### config.mk
export PLATFORM = sky130hd
export DESIGN_NAME = xrs_back
export DESIGN_NICKNAME = d
export VERILOG_FILES = /design/src/design/xoshiro256ss_random_source_assert.svh /design/src/design/xrs_pkg.sv /design/src/design/xrs_back.sv
export SDC_FILE = /design/constraint.sdc
export NUM_CORES = 2
export LEC_CHECK = 0
export ABC_AREA = 1
export BUFFER_PORTS_ARGS = -buffer_cell sky130_fd_sc_hd__buf_2
export CAP_MARGIN = 20
export CORE_ASPECT_RATIO = 0.8
export CORE_MARGIN = 5
export CORE_UTILIZATION = 35
export CTS_CLUSTER_SIZE = 8
export DETAILED_ROUTE_END_ITERATION = 8
export PLACE_DENSITY = 0.55
export RECOVER_POWER = 25
export SLEW_MARGIN = 20
export SYNTH_ARGS = -nofsm -noshare
export SYNTH_HDL_FRONTEND = slang
export SYNTH_SLANG_ARGS = --single-unit
### constraint.sdc
create_clock -name clk_i -period 9.2 [get_ports clk_i]
set_clock_uncertainty 0.05 [all_clocks]
set_input_delay 0.92 -clock clk_i [delete_from_list [all_inputs] [get_ports clk_i]]
set_output_delay 0.92 -clock clk_i [all_outputs]
set_load 0.05 [all_outputs]
### src/design/xoshiro256ss_random_source_assert.svh
// Assertion macros shared by the generator block.
`ifndef XOSHIRO256SS_RANDOM_SOURCE_ASSERT_SVH
`define XOSHIRO256SS_RANDOM_SOURCE_ASSERT_SVH

// Implication checked on every clock edge outside reset.
`define XRS_ASSERT_IMP(label, ante, cons) \
  label: assert property (@(posedge clk_i) disable iff (!rst_ni) (ante) |-> (cons)) \
    else $error("assertion failed");

// Next-cycle implication checked outside reset.
`define XRS_ASSERT_NEXT(label, ante, cons) \
  label: assert property (@(posedge clk_i) disable iff (!rst_ni) (ante) |=> (cons)) \
    else $error("assertion failed");

`endif

### src/design/xrs_pkg.sv
`timescale 1ns / 1ps
package xrs_pkg;

  localparam logic [63:0] GoldenStep = 64'h9e3779b97f4a7c15;
  localparam logic [63:0] MixMulA    = 64'hbf58476d1ce4e5b9;
  localparam logic [63:0] MixMulB    = 64'h94d049bb133111eb;

  typedef enum logic [2:0] {
    ACT_LOAD   = 3'd0,
    ACT_SEED   = 3'd1,
    ACT_DRAW32 = 3'd2,
    ACT_DRAW31 = 3'd3,
    ACT_BOUND  = 3'd4,
    ACT_FRAC53 = 3'd5,
    ACT_NOP6   = 3'd6,
    ACT_NOP7   = 3'd7
  } action_e;

  // Classified command handed from the front to the back.
  typedef struct packed {
    action_e     action;
    logic [1:0]  word_index;
    logic [63:0] operand;
    logic [31:0] lo;
    logic [31:0] span;       // hi - lo + 1, modulo 2^32
    logic        empty_rng;  // max <= min
    logic        full_rng;   // span wraps to zero
  } cmd_t;

  typedef struct packed {
    logic [52:0] draw;
    logic [31:0] bounded;
  } res_t;

  function automatic logic [63:0] rotl(input logic [63:0] v, input int unsigned n);
    rotl = (v << n) | (v >> (64 - n));
  endfunction

endpackage

### src/design/xrs_back.sv
`timescale 1ns / 1ps
module xrs_back
  import xrs_pkg::*;
(
  input  logic  clk_i,
  input  logic  rst_ni,
  input  logic  cmd_valid_i,
  input  cmd_t  cmd_i,
  output logic  cmd_take_o,
  output logic  res_valid_o,
  output res_t  res_o,
  input  logic  res_take_i,
  output logic  busy_o
);

  localparam logic [3:0] S_IDLE  = 4'd0;
  localparam logic [3:0] S_MIX0  = 4'd1;   // advance acc, z ^ z>>30
  localparam logic [3:0] S_MIX1  = 4'd2;   // z ^ z>>27
  localparam logic [3:0] S_MIX2  = 4'd3;   // z ^ z>>31, store word
  localparam logic [3:0] S_FIX   = 4'd4;
  localparam logic [3:0] S_LIM   = 4'd5;   // (0-span) % span
  localparam logic [3:0] S_DRAW  = 4'd6;   // check sample against limit, load divider
  localparam logic [3:0] S_MOD   = 4'd7;   // x % span
  localparam logic [3:0] S_OUT   = 4'd8;
  localparam logic [3:0] S_DRAWR = 4'd9;   // one generator step, plain draw result
  localparam logic [3:0] S_MULS  = 4'd10;  // 5 multiply registered
  localparam logic [3:0] S_MUL9  = 4'd11;
  localparam logic [3:0] S_MULA  = 4'd12;  // multiply A, 16 bits a step
  localparam logic [3:0] S_MULB  = 4'd13;  // multiply B, 16 bits a step

  logic [3:0]  st_q, st_d;
  logic [63:0] w_q [4];
  cmd_t        c_q;
  logic [63:0] acc_q;
  // Mixer multiply: multiplicand, constant and running product.
  logic [63:0] mz_q, mk_q, mp_q;
  logic [1:0]  kcnt_q;
  logic [1:0]  wi_q;
  logic [31:0] limit_q;
  logic        stuck_q;
  // Restoring divider: remainder only.
  logic [31:0] dvd_q, rem_q;
  logic [5:0]  dcnt_q;
  logic [32:0] trial;
  logic        res_v_q;
  res_t        res_q;
  logic [63:0] t_q;

  logic        st_zero;
  logic [63:0] n0, n1, n2, n3, zsh;

  assign st_zero = ((w_q[0] | w_q[1] | w_q[2] | w_q[3]) == 64'd0);
  assign trial   = {rem_q, dvd_q[31]} - {1'b0, c_q.span};

  always_comb begin
    n2 = w_q[2] ^ w_q[0];
    n3 = w_q[3] ^ w_q[1];
    n1 = w_q[1] ^ n2;
    n0 = w_q[0] ^ n3;
    n2 = n2 ^ (w_q[1] << 17);
    n3 = rotl(n3, 45);
    zsh = acc_q + GoldenStep;
  end

  assign cmd_take_o  = (st_q == S_IDLE) && !res_v_q;
  assign res_valid_o = res_v_q;
  assign res_o       = res_q;
  assign busy_o      = (st_q != S_IDLE);

  always_comb begin
    st_d = st_q;
    unique case (st_q)
      S_IDLE: if (cmd_valid_i && cmd_take_o) begin
        unique case (cmd_i.action)
          ACT_LOAD:   st_d = S_FIX;
          ACT_SEED:   st_d = S_MIX0;
          ACT_DRAW32, ACT_DRAW31, ACT_FRAC53: st_d = S_MULS;
          ACT_BOUND:  st_d = cmd_i.empty_rng ? S_OUT : (cmd_i.full_rng ? S_MULS : S_LIM);
          default:    st_d = S_OUT;
        endcase
      end
      S_MIX0:  st_d = S_MULA;
      S_MULA:  if (kcnt_q == 2'd3) st_d = S_MIX1;
      S_MIX1:  st_d = S_MULB;
      S_MULB:  if (kcnt_q == 2'd3) st_d = S_MIX2;
      S_MIX2:  st_d = (wi_q == 2'd3) ? S_FIX : S_MIX0;
      S_FIX:   st_d = S_OUT;
      S_LIM:   if (dcnt_q == 6'd32) st_d = S_MULS;
      S_MULS:  st_d = S_MUL9;
      S_MUL9:  st_d = S_DRAWR;
      S_DRAWR: st_d = (c_q.action == ACT_BOUND && !c_q.full_rng) ? S_DRAW : S_OUT;
      S_DRAW:  st_d = (t_q[63:32] >= limit_q || stuck_q) ? S_MOD : S_MULS;
      S_MOD:   if (dcnt_q == 6'd32) st_d = S_OUT;
      S_OUT:   st_d = S_IDLE;
      default: st_d = S_IDLE;
    endcase
  end

  always_ff @(posedge clk_i or negedge rst_ni) begin
    if (!rst_ni) begin
      st_q    <= S_IDLE;
      res_v_q <= 1'b0;
      w_q[0]  <= GoldenStep;
      w_q[1]  <= 64'd0;
      w_q[2]  <= 64'd0;
      w_q[3]  <= 64'd0;
    end else begin
      st_q <= st_d;
      if (res_v_q && res_take_i) begin
        res_v_q <= 1'b0;
      end
      unique case (st_q)
        S_IDLE: if (cmd_valid_i && cmd_take_o && cmd_i.action == ACT_LOAD) begin
          w_q[cmd_i.word_index] <= cmd_i.operand;
        end
        S_MIX2: w_q[wi_q] <= mp_q ^ (mp_q >> 31);
        S_FIX: if (st_zero && (c_q.action == ACT_SEED || c_q.word_index == 2'd3)) begin
          w_q[0] <= GoldenStep;
        end
        S_DRAWR: begin
          // advance the generator; t_q holds the scrambled output
          w_q[0] <= n0;
          w_q[1] <= n1;
          w_q[2] <= n2;
          w_q[3] <= n3;
        end
        S_OUT: res_v_q <= 1'b1;
        default: ;
      endcase
    end
  end

  always_ff @(posedge clk_i) begin
    unique case (st_q)
      S_IDLE: if (cmd_valid_i && cmd_take_o) begin
        c_q    <= cmd_i;
        acc_q  <= cmd_i.operand;
        wi_q   <= 2'd0;
        dvd_q  <= 32'd0 - cmd_i.span;
        rem_q  <= 32'd0;
        dcnt_q <= 6'd0;
        res_q  <= {53'd0, (cmd_i.action == ACT_BOUND && cmd_i.empty_rng) ? cmd_i.lo : 32'd0};
      end
      S_MIX0: begin
        acc_q  <= zsh;
        mz_q   <= zsh ^ (zsh >> 30);
        mk_q   <= MixMulA;
        mp_q   <= 64'd0;
        kcnt_q <= 2'd0;
      end
      S_MULA, S_MULB: begin
        // accumulate one 16-bit slice of the constant per step
        mp_q   <= mp_q + mz_q * {48'd0, mk_q[15:0]};
        mz_q   <= mz_q << 16;
        mk_q   <= mk_q >> 16;
        kcnt_q <= kcnt_q + 2'd1;
      end
      S_MIX1: begin
        mz_q   <= mp_q ^ (mp_q >> 27);
        mk_q   <= MixMulB;
        mp_q   <= 64'd0;
        kcnt_q <= 2'd0;
      end
      S_MIX2: wi_q <= wi_q + 2'd1;
      S_LIM, S_MOD: begin
        // one quotient bit a step
        if (dcnt_q != 6'd32) begin
          rem_q  <= trial[32] ? {rem_q[30:0], dvd_q[31]} : trial[31:0];
          dvd_q  <= {dvd_q[30:0], 1'b0};
          dcnt_q <= dcnt_q + 6'd1;
        end else if (st_q == S_LIM) begin
          limit_q <= rem_q;
        end else begin
          res_q.bounded <= c_q.lo + rem_q;
        end
      end
      S_MULS: begin
        t_q     <= w_q[1] * 64'd5;
        stuck_q <= st_zero;
      end
      S_MUL9: t_q <= rotl(t_q, 7) * 64'd9;
      S_DRAWR: begin
        unique case (c_q.action)
          ACT_DRAW32: res_q.draw <= {21'd0, t_q[63:32]};
          ACT_DRAW31: res_q.draw <= {22'd0, t_q[63:33]};
          ACT_FRAC53: res_q.draw <= t_q[63:11];
          default:    res_q.bounded <= c_q.lo + t_q[63:32];
        endcase
      end
      S_DRAW: begin
        dvd_q  <= t_q[63:32];
        rem_q  <= 32'd0;
        dcnt_q <= 6'd0;
      end
      default: ;
    endcase
  end

endmodule

# ---- Word-level counts from Yosys, hierarchy flattened
# Index checks and enable logic that the tools add are counted.
dict set report classes {
  n_addsub 9
  mul 3
  order_cmp 5
  n_eq_ne 40
  mux 51
  bitwise 16
  reduce_logical 43
}
# op n
set op_table {}
lappend op_table {{$pmux 192 s3} 1}
lappend op_table {{$bwmux 256} 2}
lappend op_table {{$pmux 64 s2} 3}
lappend op_table {{$pmux 64 s3} 2}
lappend op_table {{$xor 64x64->64} 5}
lappend op_table {{$mux 32} 9}
lappend op_table {{$pmux 32 s3} 3}
lappend op_table {{$demux 64 s2} 2}
lappend op_table {{$mux 256} 1}
lappend op_table {{$mux 64} 4}
lappend op_table {{$pmux 64 s4} 1}
lappend op_table {{$or 64x64->64} 3}
lappend op_table {{$pmux 53 s3} 1}
lappend op_table {{$pmux 53 s2} 1}
lappend op_table {{$mux 85} 1}
lappend op_table {{$add 32x32->32} 2}
lappend op_table {{$add 64x64->64} 1}
lappend op_table {{$add 64x64->64 const B} 1}
lappend op_table {{$logic_not 64->1} 1}
lappend op_table {{$mul 64x16->64} 1}
lappend op_table {{$mul 64x3->64 const B} 1}
lappend op_table {{$mul 64x4->64 const B} 1}
lappend op_table {{$or 64x45->64} 1}
lappend op_table {{$or 64x7->64} 1}
lappend op_table {{47 further kinds} 118}
dict set report totals {
  reg_bits 843
  in_bits 139
  out_inout_bits 88
  word_cells 192
}

# ---- Logic depth before layout (Yosys ltp)
dict set report logic_depth {
  word_depth 8
  ltp_mapped 30
  ltp_nobuf 28
}

# ---- Worst setup path after synthesis
# OpenSTA, ideal clock, no wires.
dict set report synth_timing {
  kind {reg-to-reg}
  startpoint {reg st_q[1]}
  endpoint {reg dcnt_q[0], enable pin}
  arrival_ps 8280
  path_slack_ps 260
  path_stages_with_launch 11
  period_less_slack_ps 8940
  cell_sequence {dfrtp_1 buf_2 nor2_4 inv_2 nor2_8 inv_2 nor2_4 nand2_2 inv_1 nor2_1 a221oi_1}
}
dict set report synth_via {
  elab_chain_cells 5
  word_cells_on_any_way 11
  cone_classes {eq/ne (5); reduce/logical (6)}
}
# element line
set synth_lines {}
lappend synth_lines {{start: declaration} xrs_back.sv:31} ;# logic [3:0] st_q, st_d;
lappend synth_lines {{start signal: assignment} xrs_back.sv:108} ;# st_q <= st_d;
lappend synth_lines {{$logic_not 4->1} xrs_back.sv:65} ;# assign cmd_take_o = (st_q == S_IDLE) && !res_v_q;
lappend synth_lines {{$logic_and 1x1->1} xrs_back.sv:65}
lappend synth_lines {{via cmd_take_o} xrs_back.sv:9} ;# output logic cmd_take_o,
lappend synth_lines {{$logic_and 1x1->1} xrs_back.sv:135} ;# S_IDLE: if (cmd_valid_i && cmd_take_o) begin
lappend synth_lines {{$ne 2x1->1 (no line)} --}
lappend synth_lines {{$reduce_and 3->1 (no line)} --}
lappend synth_lines {{end signal: assignment} xrs_back.sv:170} ;# dcnt_q <= dcnt_q + 6'd1;
lappend synth_lines {{end: declaration} xrs_back.sv:43} ;# logic [5:0] dcnt_q;
# The timed path passes the listed nets, and every way through them passes these cells.
# A chain may end at the register's enable or synchronous reset.

# ---- Worst setup path in the final report
dict set report layout_timing {
  startpoint {reg mk_q[3]}
  endpoint {reg mp_q[39], data pin}
}
dict set report layout_via {
  elab_chain_cells 3
}
# element line
set layout_lines {}
lappend layout_lines {{start: declaration} xrs_back.sv:36} ;# logic [63:0] mz_q, mk_q, mp_q;
lappend layout_lines {{start signal: assignment} xrs_back.sv:147} ;# mk_q <= MixMulA;
lappend layout_lines {{start signal: assignment} xrs_back.sv:155} ;# mk_q <= mk_q >> 16;
lappend layout_lines {{start signal: assignment} xrs_back.sv:160} ;# mk_q <= MixMulB;
lappend layout_lines {{$mul 64x16->64} xrs_back.sv:153} ;# mp_q <= mp_q + mz_q * {48'd0, mk_q[15:0]};
lappend layout_lines {{$add 64x64->64} xrs_back.sv:153}
lappend layout_lines {{$pmux 64 s2} xrs_back.sv:134} ;# unique case (st_q)
lappend layout_lines {{end signal: assignment} xrs_back.sv:153}
lappend layout_lines {{end: declaration} xrs_back.sv:36}
# Every way passes these cells.

==> impl_metrics.csv <==
group,metric,value,unit
run_status,outcome,"finished, violations left",
run_status,violations,"DRC, capacitance limit, slew limit",
global_routing,overflow,0,
floorplanning,initial_core_util,35.1,%
floorplanning,die_w,586,um
clock_tree,cts_resized,0,
logic_synthesis,async_flop_share,31.9,%
critical_path,max_stage_delay,0.57,ns
clock_tree,cts_post_setup_buffers_inserted,0,
layout,fillers,28100,
routing,highest_layer,"met5",
logic_synthesis,synth_edf_count,557,
routing,dr.first_iter.drc_count,13400,
clock_tree,clk_latency,0.82,ns
critical_path,path_cells,"buf_4 -> buf_4 -> nand2_1 -> fa_1 -> inv_1 -> fa_1 -> inv_1 -> fa_1 -> inv_1 -> fa_1 -> fa_1 -> inv_1 -> fa_1 -> inv_1 -> ha_1 -> a21oi_1 -> o21ai_0 -> a21oi_1 -> inv_1 -> nor2_1 -> nand2_1 -> a21boi_0 -> nand2_1 -> a21oi_1",
routing,wl_met3,64400,um
routing,final_antenna_net_count,0,
layout,nNetsFinal,14300,
logic_synthesis,ys.flop_type,"edfxtp_1",
logic_synthesis,ys_types,57,
logic_synthesis,synth_mux_area_share,0,%
critical_path,critPathArrivalTime,7.93,ns
clock_tree,cts_tree,"done",
placement,portBuffers,226,
timing,min_period,7.40,ns
placement,post-dp-hpwl,341000,um
timing,hold_viol_final,0,
clock_tree,numCtsBuffers,117,
floorplanning,boundaryPins,227,
clock_tree,clock_sinks,818,
floorplanning,die_height,471,um
floorplanning,core-area,265000,um^2
critical_path,crit_family,"adder cells",
layout,multi_input_area,58800,um^2
timing,slew_viol_final,570,
logic_synthesis,synth_top_family_by_area,"simple AND/OR/NAND/NOR gates",
critical_path,slowest_stage,"buf_4",
timing,max_freq,135,MHz
logic_synthesis,syn_area,92800,um^2
run,drv_cap,12,
timing,setup-tns-final,0,ns
routing,wl_per_cell,26.2,um
layout,regArea,23300,um^2
routing,via_per_inst,5.53,
global_routing,grt_max_degree,133,
floorplanning,fp-row-count,169,
logic_synthesis,netlist_instances,12900,
logic_synthesis,synth_compound_area_share,13.0,%
logic_synthesis,synth_xor_area_share,1.77,%
routing,dr_wl_met2,162000,um
global_routing,grt_first_pass_wirelength,616000,um
logic_synthesis,synth_area_per_cell,7.18,um^2
routing,wirelength,434000,um
layout,area.growth.synth_to_final,8.95,%
critical_path,crit_required,9.73,ns
floorplanning,die_area,276000,um^2
layout,mostFrequentLayoutCells,"nand2_1 (3667), inv_1 (2378), nor2_1 (1050), o21ai_0 (846), fa_1 (818)",
global_routing,track_usage,30.6,%
logic_synthesis,ys_seq_area_share,25.1,%
clock_tree,clk_pin_slew,0.06,ns
timing,finalSetupViolCount,0,
global_routing,grt_pass1_vias,83300,
logic_synthesis,yosys.area_share.simple,24.7,%
logic_synthesis,synth_fp_nets,14300,
layout,drive_gt1_share,3.86,%
clock_tree,postCtsHoldBufs,0,
timing,fin_crit_sh,80.4,%
logic_synthesis,synth_seq_cells,818,
critical_path,crit_fanout,51,
clock_tree,h-tree-depth,3,
logic_synthesis,synth-adder-area-share,23.6,%
critical_path,cp-end-kind,"flop",
critical_path,crit_buf_inv,8,
routing,drc_errors,1,
logic_synthesis,yosysWarnings,0,
clock_tree,clk_path_buf_depth,3,
critical_path,path_class,"reg2reg",
placement,gp_congestion,1.07,
critical_path,start_kind,"flop",
critical_path,reg2reg_slack,1.80,ns
clock_tree,cts-root-buf,"clkbuf_16",
timing,tightestPinTransition,5.47,ns
global_routing,antenna_found_initial,65,
routing,dr.pass1.iters,9,
layout,final_common_cell,"nand2_1",
routing,num_vias,91500,
timing,rsz0062_at_grt,"false",
routing,wl_met1,191000,um
timing,slew_headroom,-265,%
worst_hold_path,hold_class,"in2reg",
synth_stat cells (121+ instances only):
| master | instances | area share (%) |
|---|---|---|
| a21oi_1 | 627 | 3.4 |
| clkbuf_1 | 421 | 1.7 |
| dfrtp_1 | 223 | 6.0 |
| edfxtp_1 | 557 | 18 |
| fa_1 | 818 | 18 |
| ha_1 | 444 | 6.0 |
| inv_1 | 2383 | 9.6 |
| nand2_1 | 3673 | 15 |
| nand3_1 | 588 | 3.2 |
| nor2_1 | 1062 | 4.3 |
| nor3_1 | 121 | 0.65 |
| o211ai_1 | 142 | 1.1 |
| o21ai_0 | 847 | 4.6 |
final timing paths:
kind / depth (start not counted) / to / from
worst min register to register: 2 / flop / flop
max in group asynchronous: 3 / async pin / rst_ni
worst max-delay path: 24 / mp_q[39]$_SDFFCE_PP0P_ / mk_q[3]$_DFFE_PP_
min in group asynchronous: 1 / async pin / rst_ni
worst min-delay path: 2 / res_valid_o$_DFFE_PN0P_ / res_take_i
worst max register to register: 24 / mp_q[39]$_SDFFCE_PP0P_ / mk_q[3]$_DFFE_PP_
logic make-up after synthesis:
family                   after synthesis
AO/OA/AOI/OAI                       2076
buffers and inverters               2890
AND/OR/NAND/NOR                     5688
adder cells (fa/ha/maj)             1262
flip-flops                           818
XOR/XNOR                             186
metrics by stage:
step	util [%]	setup slack [ns]	instance area, um^2	std cells	hold slack [ns]
global route	38.2	1.07	101000	16500	0.274
finish	38.2	1.80	101000	16500	0.271
CTS	38.3	1.92	101000	16500	0.124
floorplan	-	0.260	92800	12900	0.404
global placement	36.9	1.96	97600	16300	0.417
detailed placement	36.9	1.98	97700	16300	0.416
routing by layer:
metal | GRT usage (%) | vias up
met5 | 0.314 | -
li1 | - | 40900
met1 | 46.2 | 44100
met2 | 39.3 | 5693
met3 | 11.4 | 707
met4 | 10.2 | 24
cell type report:
cell class | instances | area share, %
multi-input combinational | 9212 | 58.1
clock buffer | 201 | 3.29
inverter | 2391 | 8.88
tap | 3505 | 4.34
antenna | 44 | 0.109
clock inverter | 13 | 0.235
sequential | 818 | 23.0
timing repair buffer | 352 | 1.97
worst reg2reg max path, stage by stage (launching register included):
cell	delay, ns
edfxtp_1	0.32
buf_4	0.57
buf_4	0.50
nand2_1	0.09
fa_1	0.53
inv_1	0.06
fa_1	0.53
inv_1	0.05
fa_1	0.49
inv_1	0.05
fa_1	0.48
fa_1	0.50
inv_1	0.05
fa_1	0.48
inv_1	0.04
ha_1	0.38
a21oi_1	0.29
o21ai_0	0.22
a21oi_1	0.36
inv_1	0.10
nor2_1	0.11
nand2_1	0.17
a21boi_0	0.38
nand2_1	0.10
a21oi_1	0.30
Power is left out: the tool's default activity adds up to more than one toggle a clock period on the data nets, which glitch-free logic cannot reach.
