`src/design/xoshiro256ss_random_source_assert.svh`:
```
// Assertion macros shared by the generator block.
`ifndef XOSHIRO256SS_RANDOM_SOURCE_ASSERT_SVH
`define XOSHIRO256SS_RANDOM_SOURCE_ASSERT_SVH

// Implication checked on every clock edge outside reset.
`define XRS_ASSERT_IMP(label, ante, cons) \
  label: assert property (@(posedge clk_i) disable iff (!rst_ni) (ante) |-> (cons)) \
    else $error("assertion failed");

// Next-cycle implication checked outside reset.
`define XRS_ASSERT_NEXT(label, ante, cons) \
  label: assert property (@(posedge clk_i) disable iff (!rst_ni) (ante) |=> (cons)) \
    else $error("assertion failed");

`endif

```
`src/design/xrs_pkg.sv`:
```
`timescale 1ns / 1ps
package xrs_pkg;

  localparam logic [63:0] GoldenStep = 64'h9e3779b97f4a7c15;
  localparam logic [63:0] MixMulA    = 64'hbf58476d1ce4e5b9;
  localparam logic [63:0] MixMulB    = 64'h94d049bb133111eb;

  typedef enum logic [2:0] {
    ACT_LOAD   = 3'd0,
    ACT_SEED   = 3'd1,
    ACT_DRAW32 = 3'd2,
    ACT_DRAW31 = 3'd3,
    ACT_BOUND  = 3'd4,
    ACT_FRAC53 = 3'd5,
    ACT_NOP6   = 3'd6,
    ACT_NOP7   = 3'd7
  } action_e;

  // Classified command handed from the front to the back.
  typedef struct packed {
    action_e     action;
    logic [1:0]  word_index;
    logic [63:0] operand;
    logic [31:0] lo;
    logic [31:0] span;       // hi - lo + 1, modulo 2^32
    logic        empty_rng;  // max <= min
    logic        full_rng;   // span wraps to zero
  } cmd_t;

  typedef struct packed {
    logic [52:0] draw;
    logic [31:0] bounded;
  } res_t;

  function automatic logic [63:0] rotl(input logic [63:0] v, input int unsigned n);
    rotl = (v << n) | (v >> (64 - n));
  endfunction

endpackage

```
`src/design/xrs_front.sv`:
```
`timescale 1ns / 1ps
module xrs_front
  import xrs_pkg::*;
(
  input  logic              clk_i,
  input  logic              rst_ni,
  input  logic              push_i,
  output logic              full_o,
  input  logic [2:0]        action_i,
  input  logic [1:0]        word_index_i,
  input  logic [63:0]       operand_i,
  input  logic signed [31:0] min_value_i,
  input  logic signed [31:0] max_value_i,
  output logic              cmd_valid_o,
  output cmd_t              cmd_o,
  input  logic              cmd_take_i
);

  // Two-entry queue between front and back.
  cmd_t       mem_q [2];
  logic       wr_q, rd_q, wr_d, rd_d;
  logic [1:0] cnt_q, cnt_d;
  cmd_t       cmd_new;
  logic       do_push, do_pop;

  always_comb begin
    cmd_new.action     = action_e'(action_i);
    cmd_new.word_index = word_index_i;
    cmd_new.operand    = operand_i;
    cmd_new.lo         = min_value_i;
    cmd_new.span       = max_value_i - min_value_i + 32'd1;
    cmd_new.empty_rng  = (max_value_i <= min_value_i);
    cmd_new.full_rng   = (min_value_i == 32'sh80000000) && (max_value_i == 32'sh7fffffff);
  end

  assign full_o      = (cnt_q == 2'd2);
  assign cmd_valid_o = (cnt_q != 2'd0);
  assign cmd_o       = mem_q[rd_q];
  assign do_push     = push_i && !full_o;
  assign do_pop      = cmd_take_i && cmd_valid_o;

  always_comb begin
    wr_d  = wr_q ^ do_push;
    rd_d  = rd_q ^ do_pop;
    cnt_d = cnt_q + {1'b0, do_push} - {1'b0, do_pop};
  end

  always_ff @(posedge clk_i or negedge rst_ni) begin
    if (!rst_ni) begin
      wr_q  <= 1'b0;
      rd_q  <= 1'b0;
      cnt_q <= 2'd0;
    end else begin
      wr_q  <= wr_d;
      rd_q  <= rd_d;
      cnt_q <= cnt_d;
    end
  end

  always_ff @(posedge clk_i) begin
    if (do_push) begin
      mem_q[wr_q] <= cmd_new;
    end
  end

endmodule

```
`config.mk`:
```
export PLATFORM = sky130hd
export DESIGN_NAME = xrs_front
export DESIGN_NICKNAME = d
export VERILOG_FILES = /design/src/design/xoshiro256ss_random_source_assert.svh /design/src/design/xrs_pkg.sv /design/src/design/xrs_front.sv
export SDC_FILE = /design/constraint.sdc
export NUM_CORES = 1
export LEC_CHECK = 0
export ABC_AREA = 1
export BUFFER_PORTS_ARGS = -buffer_cell sky130_fd_sc_hd__buf_2
export CORE_AREA = 2 2 185 169
export CTS_CLUSTER_DIAMETER = 50
export DETAILED_ROUTE_END_ITERATION = 10
export DIE_AREA = 0 0 187 171
export HOLD_SLACK_MARGIN = 0.03
export PLACE_DENSITY_LB_ADDON = 0.2
export REMOVE_ABC_BUFFERS = 1
export SYNTH_ARGS = -nofsm -noshare
export SYNTH_HDL_FRONTEND = slang
export SYNTH_SLANG_ARGS = --single-unit
```
`constraint.sdc`:
```
create_clock -name clk_i -period 5.3 [get_ports clk_i]
set_input_delay 1.325 -clock clk_i [delete_from_list [all_inputs] [get_ports clk_i]]
set_output_delay 1.325 -clock clk_i [all_outputs]
set_load 0.02 [all_outputs]
```
Yosys cells after proc, flatten, opt, wreduce, memory -nomap -nowiden
Memory sizes are Yosys's and may differ from the RTL's.
Cells that the tools add are included.

cells by class
  eq/ne operators = 3
  reduce and logical (&&, ||, !) cells = 5
  muxes and demuxes = 2
  bitwise logic cells = 2
  add/sub/neg operators = 4
  magnitude comparators = 1

operator list
  kind                     count
  $eq A32 B32 Y1 const B   2
  $add A32 B1 Y32 const B  1
  $le A32 B32 Y1           1
  $sub A32 B32 Y32         1
  $logic_and A1 B1 Y1      3
  $add A2 B1 Y2            1
  $eq A2 B2 Y1 const B     1
  $mux W1                  2
  $reduce_bool A2 Y1       1
  $sub A2 B1 Y2            1
  $xor A1 B1 Y1            2
  $logic_not A1 Y1         1

storage, ports and cells
  bits in writable memories = 270
  memories = 1
  register bits after elaboration = 4
  output and inout bits = 137

memory list
  memory  depth  width  read ports  clocked after memory_dff  wr ports  line             RTL
  mem_q   2      135    1           0                         1         xrs_front.sv:20  cmd_t mem_q [2];

Logic depth before layout (Yosys ltp)
Gate-level depths: netlist (run 1).

  depth after elaboration = 5
  depth in mapped cells = 16
  mapped depth without buffers = 16

Worst setup path before layout (run 1)
No wires, ideal clock.

  path kind = input -> register
  from = input push_i
  to = memory mem_q[1][0] (netlist name) (enable)
  setup slack = 0.129 ns
  data required time = 4.789 ns
  cell stages on the path = 3
  arrival = 4.660 ns
  buffers on the path = 0
  cells stage by stage = o21ai_0 inv_1 ha_1

on the way
  cells in the longest elaborated chain, start to end = 3

ends and longest elaborated chain
  what                           line             RTL
  from (decl)                    xrs_front.sv:7   input logic push_i,
  $logic_and A1 B1 Y1            xrs_front.sv:39  assign do_push = push_i && !full_o;
  $mux W1                        xrs_front.sv:61  if (do_push) begin
  $mux W1 (not written as such)  xrs_front.sv:62  mem_q[wr_q] <= cmd_new;
  to (decl)                      xrs_front.sv:20

No other way between the ends.

==> results of run 1 <==
## flip-flops by register name, summed over array words and instances, names as in the netlist
signal,count
cnt_q,2
mem_q,270
rd_q,1
wr_q,1
## cell type report
| type | count | area, µm² |
|---|---|---|
| fillers | 2674 | 13970 |
| multi-input cells | 851 | 4602 |
| inverters | 112 | 422.9 |
| clock buffers | 41 | 928.4 |
| repair buffers | 279 | 1449 |
| diodes | 4 | 10.01 |
| well taps | 409 | 511.7 |
| clock inverters | 21 | 192.7 |
| flip-flops and latches | 274 | 8212 |
## synthesized netlist by cell type (5+ instances only)
master	n	area share [%]
nand3_1	23	0.86
ha_1	67	6.3
nor3_1	5	0.19
edfxtp_1	270	61
nor4_1	11	0.52
clkbuf_1	20	0.56
nor2_1	50	1.4
nand2_1	529	15
buf_2	9	0.34
fa_1	16	2.4
nand4_1	15	0.70
inv_1	96	2.7
o21ai_0	11	0.41
o21ai_1	8	0.30
nor2_2	6	0.28
inv_2	16	0.45
nand2_2	23	1.1
a21oi_1	32	1.2
xor2_1	17	1.1
## cell families after synthesis
| family | share of synthesized area, % |
|---|---|
| flip-flops | 61.60 |
| AND/OR/NAND/NOR | 20.89 |
| adder cells (fa/ha/maj) | 8.695 |
| buffers and inverters | 4.056 |
| XOR/XNOR | 1.249 |
| AO/OA/AOI/OAI | 3.512 |
## routing by layer
layer / up-vias / wire length (µm)
met5: - / 0
met4: 0 / 886
met3: 67 / 1982
met2: 275 / 15570
met1: 4443 / 14690
li1: 4793 / -
## worst max-delay path by stage
stage / endpoint / from / cells past startpoint
detailed placement: mem_q[0][25]$_DFFE_PP_ / min_value_i[1] / 16
floorplan: cmd_o[0] / rd_q$_DFF_PN0_ / 3
finish: cmd_o[31] / rd_q$_DFF_PN0_ / 5
CTS: cmd_o[31] / rd_q$_DFF_PN0_ / 5
global placement: mem_q[0][20]$_DFFE_PP_ / min_value_i[10] / 11
global route: cmd_o[1] / rd_q$_DFF_PN0_ / 5
## power by group
group / switching [mW] / internal, mW / leakage (nW) / total, mW
Sequential: 0.181 / 3.02 / 2.55 / 3.20
Clock: 0.886 / 1.36 / 0.544 / 2.25
Combinational: 2.24 / 0.887 / 4.33 / 3.12
## metrics by stage
stage	setup slack (ns)	hold slack, ns
CTS	1.124	0.5407
detailed placement	1.662	0.5321
global route	0.9786	0.5873
floorplan	-0.1828	0.5095
finish	1.148	0.5354
global placement	1.667	0.5283
## critical path, cell delays in order, from the launching register on
cell and delay [ns]:
dfrtp_4 0.75, inv_4 0.69, buf_12 0.36, nand2_1 0.10, nand2_1 0.09, buf_2 0.16
==> metrics.yaml, run 1 <==
status:
  status: "finished, final reports clean"
global_route:
  grt_pass1_wl_um: 50890
  grtUsageMet3_pct: 3.856
  grt_busiest_layer: "met2"
  grt_usage_pct: 20.73
  grt_start_max_net_pins: 79
  grt_use_met1_pct: 27.98
  grt-ovfl-total: 0
  grt_pass1_vias: 9206
  antenna_found_initial: 3
  grt_use_met2_pct: 33.97
die:
  die_w_um: 187
  initial_core_util_pct: 43.98
  die_area_mm2: 0.03198
  dieHeight_um: 171
  io_pins: 274
  num_rows: 61
  coreArea_mm2: 0.03030
sta:
  timing.slew.headroom_pct: 38.87
  hold_viol: 0
  final.setup.tns_ns: 0
  rsz0062_at_grt: "false"
  finalCriticalPeriod_ns: 4.153
  finalCritPeriodShare_pct: 78.35
  setup_viol: 0
  drv_slew: 0
  tightest_slew_ns: 0.9170
  fin_skew_ns: 0.01454
  fmax_mhz: 240.8
power:
  p_leak_nw: 7.425
  p_total_mw: 8.567
  ir_drop_uv: 346.5
  cellPowerDensity_mw_per_mm2: 524.7
clock_network:
  post_cts_buffers: 0
  cts-buffers-inserted: 34
  cts-htree-levels: 2
  clock-root-buffer: "clkbuf_16"
  worstSkewPairLatency_ns: 0.51
  ctsResizeCount: 0
  clk_pin_slew_ns: 0.06
  ctsHoldBuffers: 0
  clock_path_buffers: 3
  cts_sinks: 274
  cts_tree: "yes"
finish:
  utilization_pct: 53.89
  layout_commonest_cell: "nand2_1"
  fin_cells: 1991
  most-common-layout-cells: "nand2_1, buf_2, edfxtp_1, inv_1, ha_1"
  syn_to_final_growth_pct: 22.54
  drive_above_1_share_pct: 25.60
  design_area_mm2: 0.01633
  nNetsFinal: 1772
place:
  dp_cells: 1925
  port_buffers: 273
  placed_cell_area_mm2: 0.01520
  dp_hpwl_um: 24070
  place_congestion: 0.8982
synthesis:
  yosysWarnings: 0
  ys_ff_latch: 274
  synth_area_mm2: 0.01333
  async_flop_share_pct: 1.460
  synth_cell_types: 37
  synth_edf_count: 270
  synthFlopType: "edfxtp_1"
  avgSynthCellArea_um2: 10.53
  ys_seq_area_share_pct: 61.60
  syn_inst: 1266
route:
  via_per_inst: 4.811
  wire_per_inst_um: 16.64
  first_pass_iters: 5
  antenna_left: 0
  vias: 9578
  drc: 0
  drt-initial-drc-count: 665
  wirelength_um: 33130
critical_path:
  start_kind: "flop"
  r2r_end: "mem_q[1][16]$_DFFE_PP_"
  path_class: "reg -> out"
  r2r-start: "cnt_q[1]$_DFF_PN0_"
  reg2reg_depth: 5
  crit_arrival_ns: 2.83
  critPathMaxFanout: 69
  rrSetupSlack_ns: 2.95
  required_ns: 3.97
  critPathCaptureType: "output pin"
worst_hold_path:
  whs_path_depth: 1
  worstHoldStart: "cnt_q[0]$_DFF_PN0_"
  holdPathEnd: "cnt_q[0]$_DFF_PN0_"
  hp-class: "reg -> reg"
flow_run:
  cap_violations: 0
Note: power is estimated with default switching activity, not from simulation.
==> inputs of run 2 (changes only) <==
==> constraint.sdc (replaced) <==
create_clock -name clk_i -period 4.1 [get_ports clk_i]
set_input_delay 1.025 -clock clk_i [delete_from_list [all_inputs] [get_ports clk_i]]
set_output_delay 1.025 -clock clk_i [all_outputs]
set_load 0.02 [all_outputs]
==> run 2 against run 1 <==
Against the previous run:
- clock skew is 0.0073 ns lower
- non-clock buffer count is 5 higher
- final cell count is 0.20% higher
- utilization is 0.26 points higher
- clock-buffer cell count is 3 higher
- first-iteration DRC count is 1.8% lower
- critical path depth stayed put
- via count is 0.74% higher
==> metrics.yaml, run 2 (same netlist as run 1, synthesis figures left out) <==
status:
  status: "finished, final reports clean"
global_route:
  grt_usage_pct: 21.06
  grt_pass1_wl_um: 51870
  grt_pass1_vias: 9468
  grt_start_max_net_pins: 74
  antenna_found_initial: 2
  grt-ovfl-total: 0
sta:
  finalCriticalPeriod_ns: 3.202
  timing.slew.headroom_pct: 41.03
  drv_slew: 0
  final.setup.tns_ns: 0
  fin_skew_ns: 0.007269
  setup_viol: 0
  finalCritPeriodShare_pct: 78.09
  hold_viol: 0
  tightest_slew_ns: 0.8846
  fmax_mhz: 312.3
  worst_slack_ns: 0.8983
  rsz0062_at_grt: "false"
die:
  num_rows: 61
  coreArea_mm2: 0.03030
  io_pins: 274
  die_w_um: 187
  die_area_mm2: 0.03198
  dieHeight_um: 171
  initial_core_util_pct: 43.98
place:
  port_buffers: 273
  place_congestion: 0.9229
  pre_cts_slack_ns: 0.6725
  dp_hpwl_um: 24680
  dp_cells: 1930
  placed_cell_area_mm2: 0.01523
finish:
  largest_register_ffs: 270
  fin_cells: 1995
  top_register: "mem_q"
  most-common-layout-cells: "nand2_1, buf_2, edfxtp_1, inv_1, ha_1"
  syn_to_final_growth_pct: 23.12
  drive_above_1_share_pct: 25.82
  nNetsFinal: 1779
  layout_commonest_cell: "nand2_1"
  largestRegisters: "mem_q x270, cnt_q x2"
  design_area_mm2: 0.01641
clock_network:
  cts-htree-levels: 2
  cts_sinks: 274
  worstSkewPairLatency_ns: 0.51
  cts-buffers-inserted: 36
  post_cts_buffers: 0
  clk_pin_slew_ns: 0.05
  ctsResizeCount: 0
  ctsHoldBuffers: 0
  cts_tree: "yes"
  clock_path_buffers: 3
  clock-root-buffer: "clkbuf_16"
critical_path:
  cp-startpoint: "rd_q$_DFF_PN0_"
  crit_arrival_ns: 2.18
  r2r_end: "mem_q[1][30]$_DFFE_PP_"
  reg2reg_depth: 5
  critPathMaxFanout: 34
  required_ns: 3.07
  critPathCaptureType: "output pin"
  r2r-start: "cnt_q[1]$_DFF_PN0_"
  start_kind: "flop"
  rrSetupSlack_ns: 1.92
  path_class: "reg -> out"
route:
  drt-initial-drc-count: 653
  wire_per_inst_um: 17.05
  vias: 9649
  wirelength_um: 34010
  first_pass_iters: 5
  antenna_left: 0
  via_per_inst: 4.837
  drc: 0
flow_run:
  cap_violations: 0
power:
  p_total_mw: 11.28
  ir_drop_uv: 359.7
  cellPowerDensity_mw_per_mm2: 687.6
  p_leak_nw: 7.463
worst_hold_path:
  hp-class: "in -> async"
==> run 2: cell count changes in the layout (fill, tap and decap cells not counted), moves of 3 or more <==
cell / change
clkinv_1: -4
clkbuf_8: -3
buf_4: +5
clkbuf_1: +5
==> run 2: final cells by class <==
type,instances,area [µm²]
Sequential cell,274,8212
Clock inverter,19,235.2
Antenna cell,2,5.005
Inverter,112,422.9
Tap cell,409,511.7
Multi-Input combinational cell,851,4602
Timing Repair Buffer,284,1486
Clock buffer,44,930.9
Fill cell,2680,13890
==> run 2: worst max-delay path by stage <==
stage | endpoint | slack, ns | cells after the start
after floorplan | cmd_o[0] | -1.08 | 3
after global placement | mem_q[0][23]$_DFFE_PP_ | 0.70 | 16
after detailed placement | mem_q[0][23]$_DFFE_PP_ | 0.67 | 16
after CTS | cmd_o[20] | 0.80 | 5
after global routing | cmd_o[20] | 0.75 | 5
final | cmd_o[20] | 0.90 | 5
==> run 2: through the flow <==
stage                     hold WS [ns]  util, %
after floorplan                 0.5095        -
after global placement          0.5293    50.28
after detailed placement        0.5340    50.28
after CTS                       0.2941    54.13
after global routing            0.3014    54.14
final                           0.3140    54.14
==> run 2: critical path: stages, from the launching register on <==
cell and delay, ns:
dfrtp_4 0.49, inv_4 0.31, buf_4 0.42, nand2_1 0.09
nand2_1 0.12, buf_2 0.21
==> run 2: routing by layer <==
layer	GRT usage (%)	vias to the layer above	wire length [µm]
li1	-	4796	-
met1	27.77	4537	14960
met2	35.77	268	16300
met3	3.590	48	1933
met4	6.556	0	813
met5	0	-	0
==> run 2: where the power goes <==
part           total, mW  switching, mW  internal, mW
clock network       3.05           1.17          1.88
registers           4.04          0.138          3.90
logic               4.19           3.02          1.17
total               11.3           4.33          6.95
==> inputs of run 3 (changes only) <==
--- a/config.mk
+++ b/config.mk
@@ -5,12 +5,12 @@
 export SDC_FILE = /design/constraint.sdc
 export NUM_CORES = 1
 export LEC_CHECK = 0
-export ABC_AREA = 1
+export ABC_AREA = 0
 export BUFFER_PORTS_ARGS = -buffer_cell sky130_fd_sc_hd__buf_2
-export CORE_AREA = 2 2 185 169
+export CORE_AREA = 2 2 183 167
 export CTS_CLUSTER_DIAMETER = 50
 export DETAILED_ROUTE_END_ITERATION = 10
-export DIE_AREA = 0 0 187 171
+export DIE_AREA = 0 0 185 169
 export HOLD_SLACK_MARGIN = 0.03
 export PLACE_DENSITY_LB_ADDON = 0.2
 export REMOVE_ABC_BUFFERS = 1
==> constraint.sdc (replaced) <==
create_clock -name clk_i -period 3.3 [get_ports clk_i]
set_input_delay 0.825 -clock clk_i [delete_from_list [all_inputs] [get_ports clk_i]]
set_output_delay 0.825 -clock clk_i [all_outputs]
set_load 0.02 [all_outputs]
==> run 3 against run 2 <==
Against the previous run:
- sequential share of layout area is 1.2 points lower
- sequential power is 25% higher
- clock power is 18% higher
- worst hold slack worse by 0.20 ns
- combinational power is 16% higher
- register-to-register slack worse by 0.54 ns
- critical path depth is 7 higher
- largest cell class unchanged
- critical path type is now in -> reg
==> metrics.yaml, run 3 <==
die:
  io_pins: 274
  die_area_mm2: 0.03127
  dieHeight_um: 169
  die_w_um: 185
  initial_core_util_pct: 44.12
  coreArea_mm2: 0.02943
  num_rows: 60
global_route:
  grt_start_max_net_pins: 66
  grt-ovfl-total: 0
  grt_usage_pct: 19.96
  antenna_found_initial: 6
  grt_pass1_vias: 8440
  grt_pass1_wl_um: 47360
power:
  p_leak_nw: 6.837
  cellPowerDensity_mw_per_mm2: 805.0
  ir_drop_uv: 420.7
synthesis:
  synth_area_leaders: "edfxtp_1, mux2_2, ha_1"
  async_flop_share_pct: 1.460
  avgSynthCellArea_um2: 14.97
  synth_largest_area_cell: "edfxtp_1"
  yosys.area.top_type_share_pct: 62.45
  synthMostInstantiatedCell: "edfxtp_1"
  ys_ff_latch: 274
  syn_inst: 867
  synthFlopType: "edfxtp_1"
  synth_cell_types: 54
  synth_area_mm2: 0.01298
  yosys-top-cells-count: "edfxtp_1, mux2_2, inv_1, ha_1, a21oi_1"
  synth_edf_count: 270
  ys_seq_area_share_pct: 63.22
  yosysWarnings: 0
critical_path:
  critPathMaxFanout: 4
  start_kind: "primary input"
  required_ns: 3.56
  crit_arrival_ns: 3.40
  path_class: "in -> reg"
  critPathCaptureType: "flop"
sta:
  drv_slew: 0
  setup_viol: 0
  hold_viol: 0
  rsz0062_at_grt: "false"
  fmax_mhz: 319.3
  finalCritPeriodShare_pct: 94.90
  worst_slack_ns: 0.1684
  fin_skew_ns: 0.01664
  timing.slew.headroom_pct: 52.10
  tightest_slew_ns: 0.7119
  finalCriticalPeriod_ns: 3.132
status:
  status: "finished, final reports clean"
finish:
  layout_commonest_cell: "buf_2"
  largestRegisters: "mem_q x270, cnt_q x2"
  nNetsFinal: 1483
  utilization_pct: 57.13
  drive_above_1_share_pct: 44.88
  top_register: "mem_q"
  syn_to_final_growth_pct: 29.49
  most-common-layout-cells: "buf_2, edfxtp_1, mux2_2, buf_4, inv_1"
  largest_register_ffs: 270
  design_area_mm2: 0.01681
route:
  wirelength_um: 32150
  antenna_left: 0
  via_per_inst: 5.058
  drt-initial-drc-count: 486
  wire_per_inst_um: 18.97
  vias: 8573
  first_pass_iters: 4
  drc: 0
clock_network:
  cts_sinks: 274
  cts_tree: "yes"
  cts-htree-levels: 2
  clock-root-buffer: "clkbuf_16"
  worstSkewPairLatency_ns: 0.51
  cts-buffers-inserted: 34
  clk_pin_slew_ns: 0.06
  clock_path_buffers: 3
place:
  port_buffers: 273
  place_congestion: 0.9048
  placed_cell_area_mm2: 0.01569
  pre_cts_slack_ns: -0.3385
  dp_hpwl_um: 23820
flow_run:
  cap_violations: 0
worst_hold_path:
  hp-class: "in -> async"
## run 3: final timing paths
kind	from	endpoint	cells after the start	slack, ns
setup / recovery	min_value_i[4]	mem_q[1][22]$_DFFE_PP_	12	0.17
max in group asynchronous	rst_ni	rd_q$_DFF_PN0_	1	3.03
hold / removal	rst_ni	cnt_q[1]$_DFF_PN0_	1	0.11
min in group clk_i	cnt_q[1]$_DFF_PN0_	cnt_q[1]$_DFF_PN0_	1	0.49
hold reg to reg	cnt_q[1]$_DFF_PN0_	cnt_q[1]$_DFF_PN0_	1	0.49
setup reg to reg	cnt_q[1]$_DFF_PN0_	mem_q[1][96]$_DFFE_PP_	5	1.38
## run 3: power breakdown
group / leakage, nW / switching [mW] / total, mW / internal [mW]
registers: 2.55 / 0.195 / 5.04 / 4.85
logic: 3.74 / 2.93 / 4.88 / 1.95
clock network: 0.541 / 1.42 / 3.61 / 2.19
total: 6.84 / 4.54 / 13.5 / 8.99
## run 3: kinds of logic after synthesis
| group | share of synthesized area, % |
|---|---|
| flops | 63.22 |
| mux | 11.96 |
| compound gates | 5.522 |
| fa+ha+maj | 8.924 |
| xor+xnor | 1.687 |
| buf+inv | 2.660 |
| simple gates | 6.024 |
## run 3: what timing repair did
action,4_1_cts,5_1_grt
hold endpoints to repair,0,0
setup endpoints to repair,0,2
buffers inserted,0,0
resized for setup,0,1
hold buffers,0,0
## run 3: cell type report
class                           instances  area (µm²)
Fill cell                            2456       12620
Sequential cell                       274        8212
Multi-Input combinational cell        503        4461
Timing Repair Buffer                  380        2257
Clock buffer                           43       935.9
Tap cell                              403       504.2
Inverter                               70       262.8
Clock inverter                         18       168.9
Antenna cell                            4       10.01
## run 3: critical path, stage by stage
cell	delay, ns
buf_2	0.12
inv_1	0.05
ha_1	0.16
inv_1	0.06
fa_1	0.53
inv_1	0.08
and4_1	0.19
o31a_1	0.31
o31ai_2	0.31
a21oi_1	0.13
o21a_1	0.18
a2111oi_1	0.45
## run 3: layer usage
layer,wire (µm),GRT usage (%)
met1,14080,26.83
met5,27,0
met3,2551,5.250
met4,690,5.797
met2,14810,31.97
## run 3: metrics by stage
step / instances / TNS [ns] / power [mW] / hold WS (ns)
3_5_place_dp: 1630 / -8.669 / 10.06 / 0.4807
3_3_place_gp: 1630 / -6.414 / 10.00 / 0.4791
2_1_floorplan: 847 / -517.07 / 8.364 / 0.4604
4_1_cts: 1691 / 0 / 13.72 / 0.09523
5_1_grt: 1694 / 0 / 14.21 / 0.1076
6_report: 1695 / 0 / 13.53 / 0.1134
